File: src/rtl/uvs_pkg.sv
// Shared types, constants and helper functions of the UV sphere mesh generator.
package uvs_pkg;

  localparam int MAX_STACKS_DEF   = 255;
  localparam int MAX_SECTORS_DEF  = 255;
  localparam int ANGLE_BITS_DEF   = 16;
  localparam int CORDIC_STEPS_DEF = 16;
  localparam int ATAN_ENTRIES     = 24;

  localparam logic signed [32:0] GAIN_Q30 = 33'sd652032874;
  localparam logic signed [32:0] ONE_Q30  = 33'sd1073741824;
  localparam logic signed [32:0] HALF32   = 33'sd2147483647 + 33'sd1;

  typedef enum logic [1:0] {
    KIND_VERT = 2'd0,
    KIND_TRI  = 2'd1,
    KIND_ERR  = 2'd2
  } kind_t;

  typedef enum logic [2:0] {
    REG_STACK_COUNT  = 3'd0,
    REG_SECTOR_COUNT = 3'd1,
    REG_RADIUS       = 3'd2,
    REG_CENTER_X     = 3'd3,
    REG_CENTER_Y     = 3'd4,
    REG_CENTER_Z     = 3'd5
  } reg_idx_t;

  typedef enum logic [1:0] {
    PH_VERT,
    PH_UP,
    PH_LOW
  } phase_t;

  typedef struct packed {
    logic        valid;
    logic        err;
    logic        up;
    logic        low;
    logic [15:0] k1;
    logic [15:0] k2;
  } side_t;

  typedef struct packed {
    logic              flip;
    logic signed [32:0] x;
    logic signed [32:0] y;
    logic signed [32:0] z;
  } rot_t;

  function automatic logic [31:0] atan_turn(input int k);
    logic [31:0] v;
    case (k)
      0:  v = 32'd536870912;
      1:  v = 32'd316933406;
      2:  v = 32'd167458907;
      3:  v = 32'd85004756;
      4:  v = 32'd42667331;
      5:  v = 32'd21354465;
      6:  v = 32'd10679838;
      7:  v = 32'd5340245;
      8:  v = 32'd2670163;
      9:  v = 32'd1335087;
      10: v = 32'd667544;
      11: v = 32'd333772;
      12: v = 32'd166886;
      13: v = 32'd83443;
      14: v = 32'd41722;
      15: v = 32'd20861;
      16: v = 32'd10430;
      17: v = 32'd5215;
      18: v = 32'd2608;
      19: v = 32'd1304;
      20: v = 32'd652;
      21: v = 32'd326;
      22: v = 32'd163;
      23: v = 32'd81;
      default: v = 32'd0;
    endcase
    return v;
  endfunction

  function automatic rot_t cordic_step(input rot_t r, input int k);
    rot_t o;
    logic signed [32:0] at;
    at = $signed({1'b0, atan_turn(k)});
    o = r;
    if (!r.z[32]) begin
      o.x = r.x - (r.y >>> k);
      o.y = r.y + (r.x >>> k);
      o.z = r.z - at;
    end else begin
      o.x = r.x + (r.y >>> k);
      o.y = r.y - (r.x >>> k);
      o.z = r.z + at;
    end
    return o;
  endfunction

  function automatic logic signed [31:0] sat35(input logic signed [34:0] v);
    logic signed [31:0] o;
    if (v > 35'sd2147483647) o = 32'sh7FFFFFFF;
    else if (v < -35'sd2147483648) o = 32'sh80000000;
    else o = v[31:0];
    return o;
  endfunction

endpackage

File: src/rtl/uvs_emit.sv
// Result serializer that turns one finished grid point into its vertex and triangle words, or an error word.
module uvs_emit
  import uvs_pkg::*;
(
  input  logic               clk,
  input  logic               rst,
  input  side_t              side_in,
  input  logic signed [31:0] px_in,
  input  logic signed [31:0] py_in,
  input  logic signed [31:0] pz_in,
  input  logic signed [15:0] nx_in,
  input  logic signed [15:0] ny_in,
  input  logic signed [15:0] nz_in,
  output logic               take,
  output logic               busy,
  input  logic               out_stall,
  output logic               out_valid,
  output logic [1:0]         kind,
  output logic signed [31:0] pos_x,
  output logic signed [31:0] pos_y,
  output logic signed [31:0] pos_z,
  output logic signed [15:0] norm_x,
  output logic signed [15:0] norm_y,
  output logic signed [15:0] norm_z,
  output logic [15:0]        corner_a,
  output logic [15:0]        corner_b,
  output logic [15:0]        corner_c,
  output logic               last
);

  side_t              b_side;
  logic signed [31:0] b_px, b_py, b_pz;
  logic signed [15:0] b_nx, b_ny, b_nz;
  phase_t             phase, phase_next;
  logic               done, out_free, fire;

  kind_t              r_kind;
  logic signed [31:0] r_px, r_py, r_pz;
  logic signed [15:0] r_nx, r_ny, r_nz;
  logic [15:0]        r_a, r_b, r_c;

  assign out_free = !out_valid || !out_stall;
  assign fire     = b_side.valid && out_free;
  assign take     = !b_side.valid || (fire && done);
  assign busy     = b_side.valid && !done;

  always_comb begin
    phase_next = phase;
    done       = 1'b0;
    unique case (phase)
      PH_VERT: begin
        if (b_side.err || (!b_side.up && !b_side.low)) done = 1'b1;
        else phase_next = b_side.up ? PH_UP : PH_LOW;
      end
      PH_UP: begin
        if (b_side.low) phase_next = PH_LOW;
        else done = 1'b1;
      end
      PH_LOW: done = 1'b1;
      default: done = 1'b1;
    endcase
  end

  always_comb begin
    r_kind = KIND_TRI;
    r_px = '0;
    r_py = '0;
    r_pz = '0;
    r_nx = '0;
    r_ny = '0;
    r_nz = '0;
    r_a  = '0;
    r_b  = '0;
    r_c  = '0;
    unique case (phase)
      PH_VERT: begin
        if (b_side.err) begin
          r_kind = KIND_ERR;
        end else begin
          r_kind = KIND_VERT;
          r_px = b_px;
          r_py = b_py;
          r_pz = b_pz;
          r_nx = b_nx;
          r_ny = b_ny;
          r_nz = b_nz;
        end
      end
      PH_UP: begin
        r_a = b_side.k1;
        r_b = b_side.k2;
        r_c = b_side.k1 + 16'd1;
      end
      PH_LOW: begin
        r_a = b_side.k1 + 16'd1;
        r_b = b_side.k2;
        r_c = b_side.k2 + 16'd1;
      end
      default: r_kind = KIND_ERR;
    endcase
  end

  always_ff @(posedge clk) begin
    if (rst) begin
      b_side.valid <= 1'b0;
      phase        <= PH_VERT;
      out_valid    <= 1'b0;
    end else begin
      if (take) begin
        b_side <= side_in;
        phase  <= PH_VERT;
      end else if (fire) begin
        phase <= phase_next;
      end
      if (fire) out_valid <= 1'b1;
      else if (!out_stall) out_valid <= 1'b0;
    end
    if (take) begin
      b_px <= px_in;
      b_py <= py_in;
      b_pz <= pz_in;
      b_nx <= nx_in;
      b_ny <= ny_in;
      b_nz <= nz_in;
    end
    if (fire) begin
      kind     <= r_kind;
      pos_x    <= r_px;
      pos_y    <= r_py;
      pos_z    <= r_pz;
      norm_x   <= r_nx;
      norm_y   <= r_ny;
      norm_z   <= r_nz;
      corner_a <= r_a;
      corner_b <= r_b;
      corner_c <= r_c;
      last     <= done;
    end
  end

endmodule

File: config.mk
export PLATFORM = sky130hd
export DESIGN_NAME = uvs_emit
export DESIGN_NICKNAME = d
export VERILOG_FILES = /design/src/rtl/uvs_pkg.sv /design/src/rtl/uvs_emit.sv
export SDC_FILE = /design/constraint.sdc
export NUM_CORES = 1
export LEC_CHECK = 0
export BUFFER_PORTS_ARGS = -buffer_cell sky130_fd_sc_hd__buf_2
export CAP_MARGIN = 5
export CORE_ASPECT_RATIO = 2
export CORE_MARGIN = 4
export CORE_UTILIZATION = 52
export DETAILED_ROUTE_END_ITERATION = 16
export GPL_TIMING_DRIVEN = 0
export PLACE_DENSITY = 0.84
export RECOVER_POWER = 50
export SLEW_MARGIN = 20
export SYNTH_ARGS = -nofsm -noshare
export SYNTH_HDL_FRONTEND = slang
export SYNTH_SLANG_ARGS = --single-unit
export TNS_END_PERCENT = 100
File: constraint.sdc
create_clock -name clk -period 17.2 [get_ports clk]
set_clock_uncertainty 0.1 [all_clocks]
set_input_delay 0.86 -clock clk [delete_from_list [all_inputs] [get_ports clk]]
set_output_delay 0.86 -clock clk [all_outputs]
set_load 0.005 [all_outputs]
==> metrics.log, run 1 <==
[metrics] run status: finished, violations left
[metrics] violations in the final reports: capacitance limit, slew limit
[metrics] Filler Cells Inserted: 1819
[metrics] Design Power: 1.91 mW
[metrics] cell area after technology mapping: 13700 um^2
[metrics] post-route met1 wirelength: 9.80 mm
[metrics] total wire length after detailed routing: 31.5 mm
[metrics] path class of the lowest-slack min-delay path: in -> reg
[metrics] total number of cells along the worst setup path: 3
[metrics] initial detailed-routing violation count: 606
[metrics] post-CTS setup repair buffer count: 0
[metrics] crit path launch type: register
[metrics] number of global-route vias before repair: 8221
[metrics] count of port buffers added during placement: 380
[metrics] Root Buffer: clkbuf_16
[metrics] crit path max fanout: 57
[metrics] number of buffers created by CTS: 31
[metrics] top post-synthesis cells by area: edfxtp_1 82%, and2_1 7.4%, xnor2_1 1.1%
[metrics] sequential power share: 57.9%
[metrics] Slowest Stage Delay on Critical Path: 2.12 ns
[metrics] Post-Syn Nets: 955
[metrics] Hold Slack: 0.368 ns
[metrics] Total Routing Usage GR: 21.5%
[metrics] CTS tree: yes
[metrics] cell count of the worst hold path: 1
[metrics] DRC errors left: 0
[metrics] count of cells resized by post-cts repair: 0
[metrics] initial core utilization: 52.9%
[metrics] area inside the core boundary: 25900 um^2
[metrics] synthesized instance count: 767
[metrics] Buf+Inv Stages, Crit Path: 2
[metrics] Internal: 1.51 mW
[metrics] number of optimization iterations in the first detailed-route pass: 6
[metrics] biggest area consumer among synthesized cells: edfxtp_1
[metrics] clock network latency to the later pin of the worst-skew pair: 0.57 ns
[metrics] Die ar.: 29100 um^2
[metrics] Switching Power: 397 uW
[metrics] die width: 123 um
[metrics] Required @ worst endpoint: 17.33 ns
[metrics] # nets final: 1382
[metrics] met2 WL: 17.5 mm
[metrics] sequential element share of the synthesized area: 82.7%
[metrics] Clk pin slew, worst setup/hold paths: 0.08 ns
[metrics] maximum number of pins on one net before global-route repair: 58
[metrics] post-route antenna net violation count: 0
[metrics] combinational share of power: 6.4%
[metrics] switching power as a share of total power: 20.8%
[metrics] RSZ-0062 raised after global routing: no
[metrics] number of buffers on the longest clock path: 3
[metrics] max-cap viol count: 3
[metrics] CP endpoint kind: register
[metrics] global placer's final weighted congestion: 0.998
[metrics] endpoints failing setup: 0
[metrics] number of sinks driven by the clock tree: 378
[metrics] yosys synthesis warning count: 0
[metrics] mean routed wirelength per cell: 20.2 um
[metrics] highest signal layer in the routed design: met4
[metrics] clock group share of total power: 35.8%
[metrics] leakage power: 6.39 nW
[metrics] GR Overflow Total: 0
[metrics] number of storage elements in the synthesis netlist: 378
[metrics] wire length of the first global-routing pass: 46.6 mm
[metrics] transition at the pin with the smallest max-transition slack: 2.87 ns
[metrics] Top-Level Pins: 381
[metrics] number of core rows: 83
[metrics] category of cells accounting for the largest share of critical-path delay: buffers and inverters
[metrics] share of the synthesized area in the top cell type: 82.1%
[metrics] area added between synthesis and finish: 24.6%
[metrics] proportion of layout cells with a drive suffix above 1: 28.5%
[metrics] H-tree depth: 1
[metrics] mean instance size in the synthesized netlist: 17.8 um^2
[metrics] vertical extent of the die: 237 um
[metrics] number of library cell types mapped by synthesis: 46
[metrics] Worst Setup Path Type: reg -> reg
[metrics] antenna violations before repair: 5
[metrics] count of cells along the worst register-to-register path: 3
[metrics] number of hold-slack violations in the final timing report: 0
[metrics] part of the cycle the worst path needs: 31.8%
[metrics] Register Area: 11300 um^2
[metrics] cell chain of the critical path: and2_0, clkbuf_1, buf_16
[metrics] share of async-settable or async-resettable flops after synthesis: 0%
[metrics] relative slew slack: -91.4%
[metrics] worst endpoint data arrival time: 5.59 ns
[metrics] HPWL after detailed placement: 23.6 mm
[metrics] cts hold-fix bufs: 0
[metrics] Via Count: 7992
[metrics] crit path time final: 5.46 ns
[metrics] critical path's slowest cell: and2_0
[metrics] Avg Vias per Cell: 5.13
[metrics] maximum operating frequency: 183 MHz
[metrics] power per unit of standard cell area: 112 nW/um^2
[metrics] VDD IR-drop max: 101 uV
[metrics] number of enable flip-flop cells after synthesis: 374
[metrics] area of the multi-input gates: 2200 um^2
[metrics] flip-flop cell with the highest count after synthesis: edfxtp_1
[metrics] Slew Limit Fails: 143
[metrics] metal3 WL: 2.45 mm
[worst paths after layout]
path                           startpoint                 endpoint  slack, ns
setup reg to reg  b_side[35]$_SDFFE_PP0P_  pos_y[28]$_SDFFCE_PP0N_      11.74
hold / removal                 side_in[3]      b_side[3]$_DFFE_PP_       0.37
setup / recovery  b_side[35]$_SDFFE_PP0P_  pos_y[28]$_SDFFCE_PP0N_      11.74
hold reg to reg     phase[1]$_SDFFE_PP0P_    phase[1]$_SDFFE_PP0P_       0.37
[routing by layer]
| layer | GRT usage, % | vias to the layer above |
|---|---|---|
| met1 | 22.0 | 3776 |
| met2 | 40.2 | 427 |
| met3 | 4.48 | 102 |
| met4 | 10.7 | 0 |
| met5 | 0 | - |
| li1 | - | 3687 |
[stage by stage]
stage	setup slack (ns)	util (%)	TNS [ns]	cell area (um^2)	instances
5_1_grt	11.31	65.9	0	17000	1558
2_1_floorplan	2.88	-	0	13700	767
3_3_place_gp	-1.89	61.9	-67.17	16000	1487
3_5_place_dp	13.71	62.9	0	16300	1501
6_report	11.74	65.9	0	17000	1558
4_1_cts	13.36	66.6	0	17200	1553
[power by group through the flow]
stage | registers [mW] | clock network, mW | logic (mW)
CTS | 1.10 | 0.695 | 0.128
floorplan | 1.13 | 0 | 0.0482
detailed placement | 1.12 | 0 | 0.128
finish | 1.10 | 0.681 | 0.121
global placement | 1.13 | 0 | 0.115
global route | 1.11 | 0.737 | 0.134
[layout by cell type, fill, tap and decap left out, types with 2 or more instances in the layout]
| cell | synthesis | routed |
|---|---|---|
| a22o_1 | 3 | 3 |
| nand2_1 | 22 | 22 |
| buf_8 | 0 | 5 |
| clkinv_1 | 1 | 3 |
| inv_1 | 9 | 9 |
| o211ai_1 | 3 | 3 |
| buf_2 | 2 | 277 |
| a21o_1 | 4 | 4 |
| and2_1 | 162 | 150 |
| clkinv_2 | 0 | 6 |
| buf_6 | 0 | 5 |
| nand4_2 | 2 | 2 |
| nor3_1 | 9 | 9 |
| clkbuf_1 | 25 | 138 |
| a31oi_1 | 2 | 2 |
| and2_0 | 0 | 12 |
| a22oi_1 | 5 | 5 |
| and4_1 | 2 | 2 |
| o21a_1 | 5 | 5 |
| nor2b_1 | 4 | 3 |
| o22ai_1 | 9 | 9 |
| xnor2_1 | 17 | 17 |
| diode_2 | 0 | 5 |
| edfxtp_1 | 374 | 374 |
| or3_1 | 4 | 4 |
| nand3_1 | 8 | 8 |
| a21oi_1 | 12 | 12 |
| bufinv_16 | 0 | 3 |
| dfxtp_1 | 4 | 4 |
| nand3b_1 | 2 | 2 |
| ha_1 | 5 | 5 |
| clkinvlp_4 | 0 | 5 |
| nand4_1 | 7 | 7 |
| o21ai_0 | 14 | 14 |
| buf_16 | 0 | 2 |
| xor2_1 | 6 | 6 |
| nor4_1 | 7 | 7 |
| nor2_1 | 20 | 20 |
| clkbuf_16 | 0 | 31 |
[cells in the mapped netlist, types with 2 or more instances]
library cell  instances
a21o_1                4
a21oi_1              12
a22o_1                3
a22oi_1               5
a31oi_1               2
and2_1              162
and4_1                2
buf_2                 2
clkbuf_1             25
clkbuf_8              3
dfxtp_1               4
edfxtp_1            374
ha_1                  5
inv_1                 9
nand2_1              22
nand3_1               8
nand3b_1              2
nand4_1               7
nand4_2               2
nor2_1               20
nor2b_1               4
nor3_1                9
nor4_1                7
o211ai_1              3
o21a_1                5
o21ai_0              14
o22ai_1               9
or3_1                 4
xnor2_1              17
xor2_1                6
[logic make-up after synthesis]
| group | after synthesis | share of synthesized area, % |
|---|---|---|
| xor gates and xnor gates | 23 | 1.47 |
| adders and majority gates | 5 | 0.457 |
| DFF | 378 | 82.7 |
| and+or+nand+nor | 259 | 11.2 |
| AOI/OAI and AO/OA | 60 | 2.76 |
| buffers and inverters | 42 | 1.40 |
[layout make-up]
class                           count  share of cell area [%]
Multi-Input combinational cell    347                    12.9
Inverter                           10                   0.220
Sequential cell                   378                    66.4
Clock buffer                       35                    4.64
Timing Repair Buffer              394                    11.5
Antenna cell                        5                  0.0734
Buffer                             32                   0.785
Tap cell                          340                    2.50
Clock inverter                     17                    1.02
[flip-flops by register name, summed over array words and instances, names as in the netlist]
register   count
pos_x         32
b_px          32
last           1
corner_b      16
corner_c      16
phase          2
norm_z        16
pos_y         32
norm_x        16
b_side        36
kind           2
out_valid      1
b_py          32
b_nz          16
norm_y        16
pos_z         32
corner_a      16
b_nx          16
b_pz          32
b_ny          16
(Power assumes the default switching activity.)
==> inputs of run 2 (changes only) <==
--- a/config.mk
+++ b/config.mk
@@ -9,10 +9,10 @@
 export CAP_MARGIN = 5
 export CORE_ASPECT_RATIO = 2
 export CORE_MARGIN = 4
-export CORE_UTILIZATION = 52
+export CORE_UTILIZATION = 47
 export DETAILED_ROUTE_END_ITERATION = 16
 export GPL_TIMING_DRIVEN = 0
-export PLACE_DENSITY = 0.84
+export PLACE_DENSITY = 0.8
 export RECOVER_POWER = 50
 export SLEW_MARGIN = 20
 export SYNTH_ARGS = -nofsm -noshare
==> constraint.sdc (replaced) <==
create_clock -name clk -period 4.6 [get_ports clk]
set_clock_uncertainty 0.1 [all_clocks]
set_input_delay 0.23 -clock clk [delete_from_list [all_inputs] [get_ports clk]]
set_output_delay 0.23 -clock clk [all_outputs]
set_load 0.005 [all_outputs]
==> run 2 against run 1 <==
  * The run now ends clean
  * Via count is 13% higher
  * Sequential share of layout area is 6.5 points lower
  * Die area is 10% higher
  * Global-route usage is 1.5 points higher
  * Critical path depth is 7 higher
  * Non-clock buffer count is 183 higher
  * Largest power group unchanged
  * Highest routed layer unchanged
==> metrics.log, run 2 (synthesis results as in run 1) <==
[metrics] total negative slack for setup checks: 0 ns
[metrics] final cell count without fillers: 1761
[metrics] Internal: 5.84 mW
[metrics] Filler Cells Inserted: 2020
[metrics] H-tree depth: 2
[metrics] number of sinks driven by the clock tree: 378
[metrics] number of buffers created by CTS: 34
[metrics] die width: 129 um
[metrics] worst setup slack before clock tree synthesis: 1.67 ns
[metrics] antenna violations before repair: 0
[metrics] Total Routing Usage GR: 23.0%
[metrics] total wire length after detailed routing: 37.4 mm
[metrics] maximum operating frequency: 302 MHz
[metrics] count of cells along the worst register-to-register path: 9
[metrics] Die ar.: 32100 um^2
[metrics] Via Count: 9032
[metrics] combinational share of power: 8.1%
[metrics] internal reg-to-reg setup slack: 1.42 ns
[metrics] total number of cells along the worst setup path: 10
[metrics] GR Overflow Total: 0
[metrics] Clk pin slew, worst setup/hold paths: 0.07 ns
[metrics] VDD IR-drop max: 391 uV
[metrics] CP endpoint: take
[metrics] Top-Level Pins: 381
[metrics] number of core rows: 88
[metrics] Root Buffer: clkbuf_16
[metrics] crit path max fanout: 16
[metrics] Slew Limit Fails: 0
[metrics] sequential power share: 55.5%
[metrics] worst endpoint data arrival time: 2.98 ns
[metrics] setup ws final: 1.29 ns
[metrics] startpoint of the worst register-to-register path: phase[1]$_SDFFE_PP0P_
[metrics] path class of the lowest-slack min-delay path: in -> reg
[metrics] clock network latency to the later pin of the worst-skew pair: 0.52 ns
[metrics] count of placed standard cells including taps: 1522
[metrics] vertical extent of the die: 249 um
[metrics] Slowest Stage Delay on Critical Path: 0.39 ns
[metrics] number of global-route vias before repair: 9745
[metrics] # nets final: 1568
[metrics] total cell area at the placement stage: 16300 um^2
[metrics] post-route antenna net violation count: 0
[metrics] CP endpoint kind: output pin
[metrics] transition at the pin with the smallest max-transition slack: 0.840 ns
[metrics] Worst path most repeated cell: buf_8
[metrics] critical path's slowest cell: clkbuf_1
[metrics] area of the multi-input gates: 2210 um^2
[metrics] Register Area: 11300 um^2
[metrics] flip-flop count of the largest register after layout: 36
[metrics] most frequent standard cell in the layout excluding fill and tap cells: edfxtp_1
[metrics] clock group share of total power: 36.4%
[metrics] number of buffers on the longest clock path: 3
[metrics] cell chain of the critical path: inv_1, ha_1, clkbuf_1, nor2b_4, o21a_1, o31ai_4, buf_6, buf_8, buf_8, buf_2
[metrics] run status: finished clean
[metrics] post-layout utilization of the core: 65.8%
[metrics] relative slew slack: 44.0%
[metrics] max-cap viol count: 0
[metrics] mean routed wirelength per cell: 21.2 um
[metrics] wire length of the first global-routing pass: 55.8 mm
[metrics] Buf+Inv Stages, Crit Path: 6
[metrics] CTS tree: yes
[metrics] crit path launch type: register
[metrics] global placer's final weighted congestion: 0.957
[metrics] proportion of layout cells with a drive suffix above 1: 19.1%
[metrics] maximum number of pins on one net before global-route repair: 60
[metrics] number of hold-slack violations in the final timing report: 0
[metrics] highest-count cells in the layout ignoring fill and taps: 374 x edfxtp_1, 219 x clkbuf_1, 193 x buf_2
[metrics] startpoint of the most critical setup path: phase[1]$_SDFFE_PP0P_
[metrics] switching power as a share of total power: 21.5%
[metrics] RSZ-0062 raised after global routing: no
[metrics] leakage power: 6.98 nW
[metrics] HPWL after detailed placement: 25.0 mm
[metrics] initial core utilization: 47.6%
[metrics] Switching Power: 1.59 mW
[metrics] Avg Vias per Cell: 5.13
[metrics] area added between synthesis and finish: 38.2%
[metrics] post-CTS setup repair buffer count: 0
[metrics] crit path time final: 3.31 ns
[metrics] count of cells resized by post-cts repair: 0
[metrics] Required @ worst endpoint: 4.27 ns
[metrics] endpoints failing setup: 0
[metrics] Worst Setup Path Type: reg -> out
[metrics] part of the cycle the worst path needs: 71.9%
[metrics] area inside the core boundary: 28700 um^2
[metrics] register ranked first by flip-flop count: b_side
[metrics] initial detailed-routing violation count: 748
[metrics] number of optimization iterations in the first detailed-route pass: 5
[metrics] destination of the worst register-to-register timing path: b_side[2]$_DFFE_PP_
[metrics] post-route standard cell area excluding fillers: 18900 um^2
[metrics] count of port buffers added during placement: 380
[metrics] power per unit of standard cell area: 393 nW/um^2
[metrics] DRC errors left: 0
[metrics] category of cells accounting for the largest share of critical-path delay: buffers and inverters
run 2: cell count changes in the layout (fill, tap and decap cells not counted), moves of 5 or more:
cell           change
dlygate4sd3_1    +182
buf_2             -84
clkbuf_1          +81
clkinv_1           +5
run 2: through the flow:
step | hold slack, ns | power, mW
2_1_floorplan | 0.199 | 4.38
3_5_place_dp | 0.308 | 4.68
6_report | 0.325 | 7.43
3_3_place_gp | 0.306 | 4.64
4_1_cts | 0.288 | 7.48
5_1_grt | 0.309 | 7.67
run 2: worst min path at each step:
stage,from,endpoint,slack [ns],cells after the start
2_1_floorplan,rst,b_side[35]$_SDFFE_PP0P_,0.20,1
3_3_place_gp,nx_in[11],b_nx[11]$_DFFE_PP_,0.31,1
3_5_place_dp,pz_in[13],b_pz[13]$_DFFE_PP_,0.31,1
4_1_cts,pz_in[8],b_pz[8]$_DFFE_PP_,0.29,2
5_1_grt,ny_in[14],b_ny[14]$_DFFE_PP_,0.31,2
6_report,px_in[24],b_px[24]$_DFFE_PP_,0.32,2
run 2: power by group through the flow:
| stage | Sequential, mW | Combinational, mW | Clock, mW |
|---|---|---|---|
| 2_1_floorplan | 4.20 | 0.183 | 0 |
| 3_3_place_gp | 4.20 | 0.439 | 0 |
| 3_5_place_dp | 4.19 | 0.490 | 0 |
| 4_1_cts | 4.11 | 0.619 | 2.74 |
| 5_1_grt | 4.14 | 0.651 | 2.88 |
| 6_report | 4.12 | 0.603 | 2.71 |
run 2: metal layers:
metal / vias to the layer above / share of wire, % / GRT usage (%)
met3: 122 / 7.3 / 3.97
li1: 4065 / - / -
met2: 483 / 56 / 43.4
met1: 4362 / 32 / 24.2
met4: 0 / 5.0 / 10.7
met5: - / 0 / 0
run 2: layout make-up:
cell class	instances	share of cell area, %
sequential	378	59.8
timing repair buffer	577	19.8
multi-input combinational	347	11.7
clock buffer	41	4.75
tap	360	2.38
buffer	32	0.708
clock inverter	15	0.675
inverter	10	0.199
antenna	1	0.0132
run 2: timing repair:
item	4_1_cts	5_1_grt
endpoints found under the setup margin	0	0
hold buffers	182	0
endpoints found under the hold margin	183	0
==> inputs of run 3 (changes only) <==
==> constraint.sdc (replaced) <==
create_clock -name clk -period 2.9 [get_ports clk]
set_clock_uncertainty 0.1 [all_clocks]
set_input_delay 0.145 -clock clk [delete_from_list [all_inputs] [get_ports clk]]
set_output_delay 0.145 -clock clk [all_outputs]
set_load 0.005 [all_outputs]
==> run 3 against run 2 <==
  * Core utilization increased by 0.70 points
  * Clock power increased by 72%
  * First-iteration DRC count decreased by 0.94%
  * Sequential cell count unchanged
  * Register-to-register slack got worse by 1.3 ns
  * Sequential power increased by 59%
  * Total power increased by 64%
  * Combinational power increased by 58%
  * Wire length decreased by 2.6%
  * Non-clock buffer count increased by 2
  * Clock-buffer cell count unchanged
  * Largest cell class unchanged
==> metrics.log, run 3 (synthesis results as in run 1) <==
[metrics] crit path time final: 2.74 ns
[metrics] total cell area at the placement stage: 16300 um^2
[metrics] worst endpoint data arrival time: 2.85 ns
[metrics] Total Routing Usage GR: 22.5%
[metrics] initial core utilization: 47.6%
[metrics] area added between synthesis and finish: 39.7%
[metrics] total wire length after detailed routing: 36.4 mm
[metrics] Slowest Stage Delay on Critical Path: 0.53 ns
[metrics] number of buffers created by CTS: 34
[metrics] number of buffers on the longest clock path: 3
[metrics] DRC errors left: 0
[metrics] Worst Setup Path Type: reg -> reg
[metrics] critical path's slowest cell: nor2b_4
[metrics] number of optimization iterations in the first detailed-route pass: 6
[metrics] part of the cycle the worst path needs: 94.5%
[metrics] power per unit of standard cell area: 636 nW/um^2
[metrics] Switching Power: 2.51 mW
[metrics] Internal: 9.64 mW
[metrics] Hold Slack: 0.232 ns
[metrics] CTS tree: yes
[metrics] GR Overflow Total: 0
[metrics] flip-flop count of the largest register after layout: 36
[metrics] relative slew slack: 15.1%
[metrics] crit path max fanout: 19
[metrics] crit path launch type: register
[metrics] number of global-route vias before repair: 9810
[metrics] Required @ worst endpoint: 3.01 ns
[metrics] Worst path most repeated cell: nor2b_4
[metrics] antenna violations before repair: 5
[metrics] post-route standard cell area excluding fillers: 19100 um^2
[metrics] total negative slack for setup checks: 0 ns
[metrics] maximum number of pins on one net before global-route repair: 59
[metrics] combinational share of power: 7.8%
[metrics] run status: finished clean
[metrics] CP endpoint kind: register
[metrics] path class of the lowest-slack min-delay path: in -> reg
[metrics] most frequent standard cell in the layout excluding fill and tap cells: edfxtp_1
[metrics] mean routed wirelength per cell: 20.6 um
[metrics] post-route antenna net violation count: 0
[metrics] wire length of the first global-routing pass: 54.6 mm
[metrics] Top-Level Pins: 381
[metrics] count of port buffers added during placement: 380
[metrics] initial detailed-routing violation count: 741
[metrics] max-cap viol count: 0
[metrics] area inside the core boundary: 28700 um^2
[metrics] clock group share of total power: 38.4%
[metrics] cell chain of the critical path: inv_2, ha_4, clkbuf_8, nor2b_4, o21a_1, o31ai_4, buf_4, buf_8, nor2b_4, buf_16
[metrics] switching power as a share of total power: 20.7%
[metrics] Root Buffer: clkbuf_16
[metrics] Via Count: 9009
[metrics] H-tree depth: 2
[metrics] proportion of layout cells with a drive suffix above 1: 21.0%
[metrics] Die ar.: 32100 um^2
[metrics] leakage power: 7.11 nW
[metrics] Avg Vias per Cell: 5.08
[metrics] endpoints failing setup: 0
[metrics] Slew Limit Fails: 0
[metrics] die width: 129 um
[metrics] Buf+Inv Stages, Crit Path: 5
[metrics] sequential power share: 53.8%
[metrics] VDD IR-drop max: 529 uV
[metrics] highest-count cells in the layout ignoring fill and taps: 374 x edfxtp_1, 210 x buf_2, 202 x clkbuf_1
[metrics] clock network latency to the later pin of the worst-skew pair: 0.51 ns
[metrics] global placer's final weighted congestion: 0.929
[metrics] number of core rows: 88
[metrics] # nets final: 1570
[metrics] count of placed standard cells including taps: 1523
[metrics] HPWL after detailed placement: 24.3 mm
[metrics] final cell count without fillers: 1772
[metrics] Filler Cells Inserted: 1967
[metrics] category of cells accounting for the largest share of critical-path delay: buffers and inverters
[metrics] number of hold-slack violations in the final timing report: 0
[metrics] Clk pin slew, worst setup/hold paths: 0.07 ns
[metrics] transition at the pin with the smallest max-transition slack: 1.27 ns
[metrics] maximum operating frequency: 365 MHz
[metrics] register ranked first by flip-flop count: b_side
[metrics] RSZ-0062 raised after global routing: no
[metrics] number of sinks driven by the clock tree: 378
[metrics] vertical extent of the die: 249 um
==> run 3: cell types whose count changed in the layout (fill, tap and decap cells not counted), moves of 2 or more <==
cell	before	now
buf_2	193	210
ha_1	5	3
bufinv_16	2	5
clkbuf_16	35	37
clkbuf_2	3	1
buf_4	0	2
buf_8	7	4
clkbuf_1	219	202
diode_2	1	5
clkinv_2	2	6
clkinvlp_4	3	0
buf_6	5	7
==> run 3: cell type report <==
class	count	area, um^2	area share, %
sequential	378	11300	59.2
multi-input combinational	347	2220	11.6
clock inverter	20	219	1.15
timing repair buffer	579	3760	19.7
antenna	5	12.5	0.0655
tap	360	450	2.36
buffer	32	144	0.753
inverter	10	37.5	0.196
clock buffer	41	941	4.93
==> run 3: timing repair <==
action | 4_1_cts | 5_1_grt
buffers inserted | 2 | 0
endpoints found under the setup margin | 1 | 20
pin swaps | 1 | 1
hold buffers | 182 | 0
endpoints found under the hold margin | 199 | 0
gates resized for setup | 0 | 0
==> run 3: power groups by stage <==
| stage | Clock (mW) | Combinational [mW] | Sequential [mW] |
|---|---|---|---|
| floorplan | 0 | 0.291 | 6.65 |
| global placement | 0 | 0.693 | 6.66 |
| detailed placement | 0 | 0.774 | 6.64 |
| CTS | 4.76 | 0.981 | 6.53 |
| global route | 5.02 | 1.03 | 6.56 |
| finish | 4.67 | 0.951 | 6.54 |
==> run 3: path summary, 6_finish.rpt <==
kind,from,endpoint,slack [ns],cells past startpoint
setup / recovery,phase[1]$_SDFFE_PP0P_,b_side[2]$_DFFE_PP_,0.16,10
hold / removal,nx_in[9],b_nx[9]$_DFFE_PP_,0.23,2
setup reg to reg,phase[1]$_SDFFE_PP0P_,b_side[2]$_DFFE_PP_,0.16,10
hold reg to reg,phase[1]$_SDFFE_PP0P_,phase[1]$_SDFFE_PP0P_,0.38,2
==> run 3: through the flow <==
stage | total power, mW | utilization (%) | setup WS [ns]
after global placement | 7.35 | 55.9 | -5.49
after detailed placement | 7.42 | 56.9 | 0.124
final | 12.2 | 66.5 | 0.160
after global routing | 12.6 | 66.5 | 0.00372
after CTS | 12.3 | 67.3 | 0.0398
after floorplan | 6.94 | - | -3.53
==> run 3: routing by layer <==
layer,global-route usage [%],wire (um),vias to the layer above
met5,0,0,-
met4,14.1,2550,0
met3,4.48,2650,159
met2,40.7,19500,499
met1,23.3,11700,4277
li1,-,-,4074
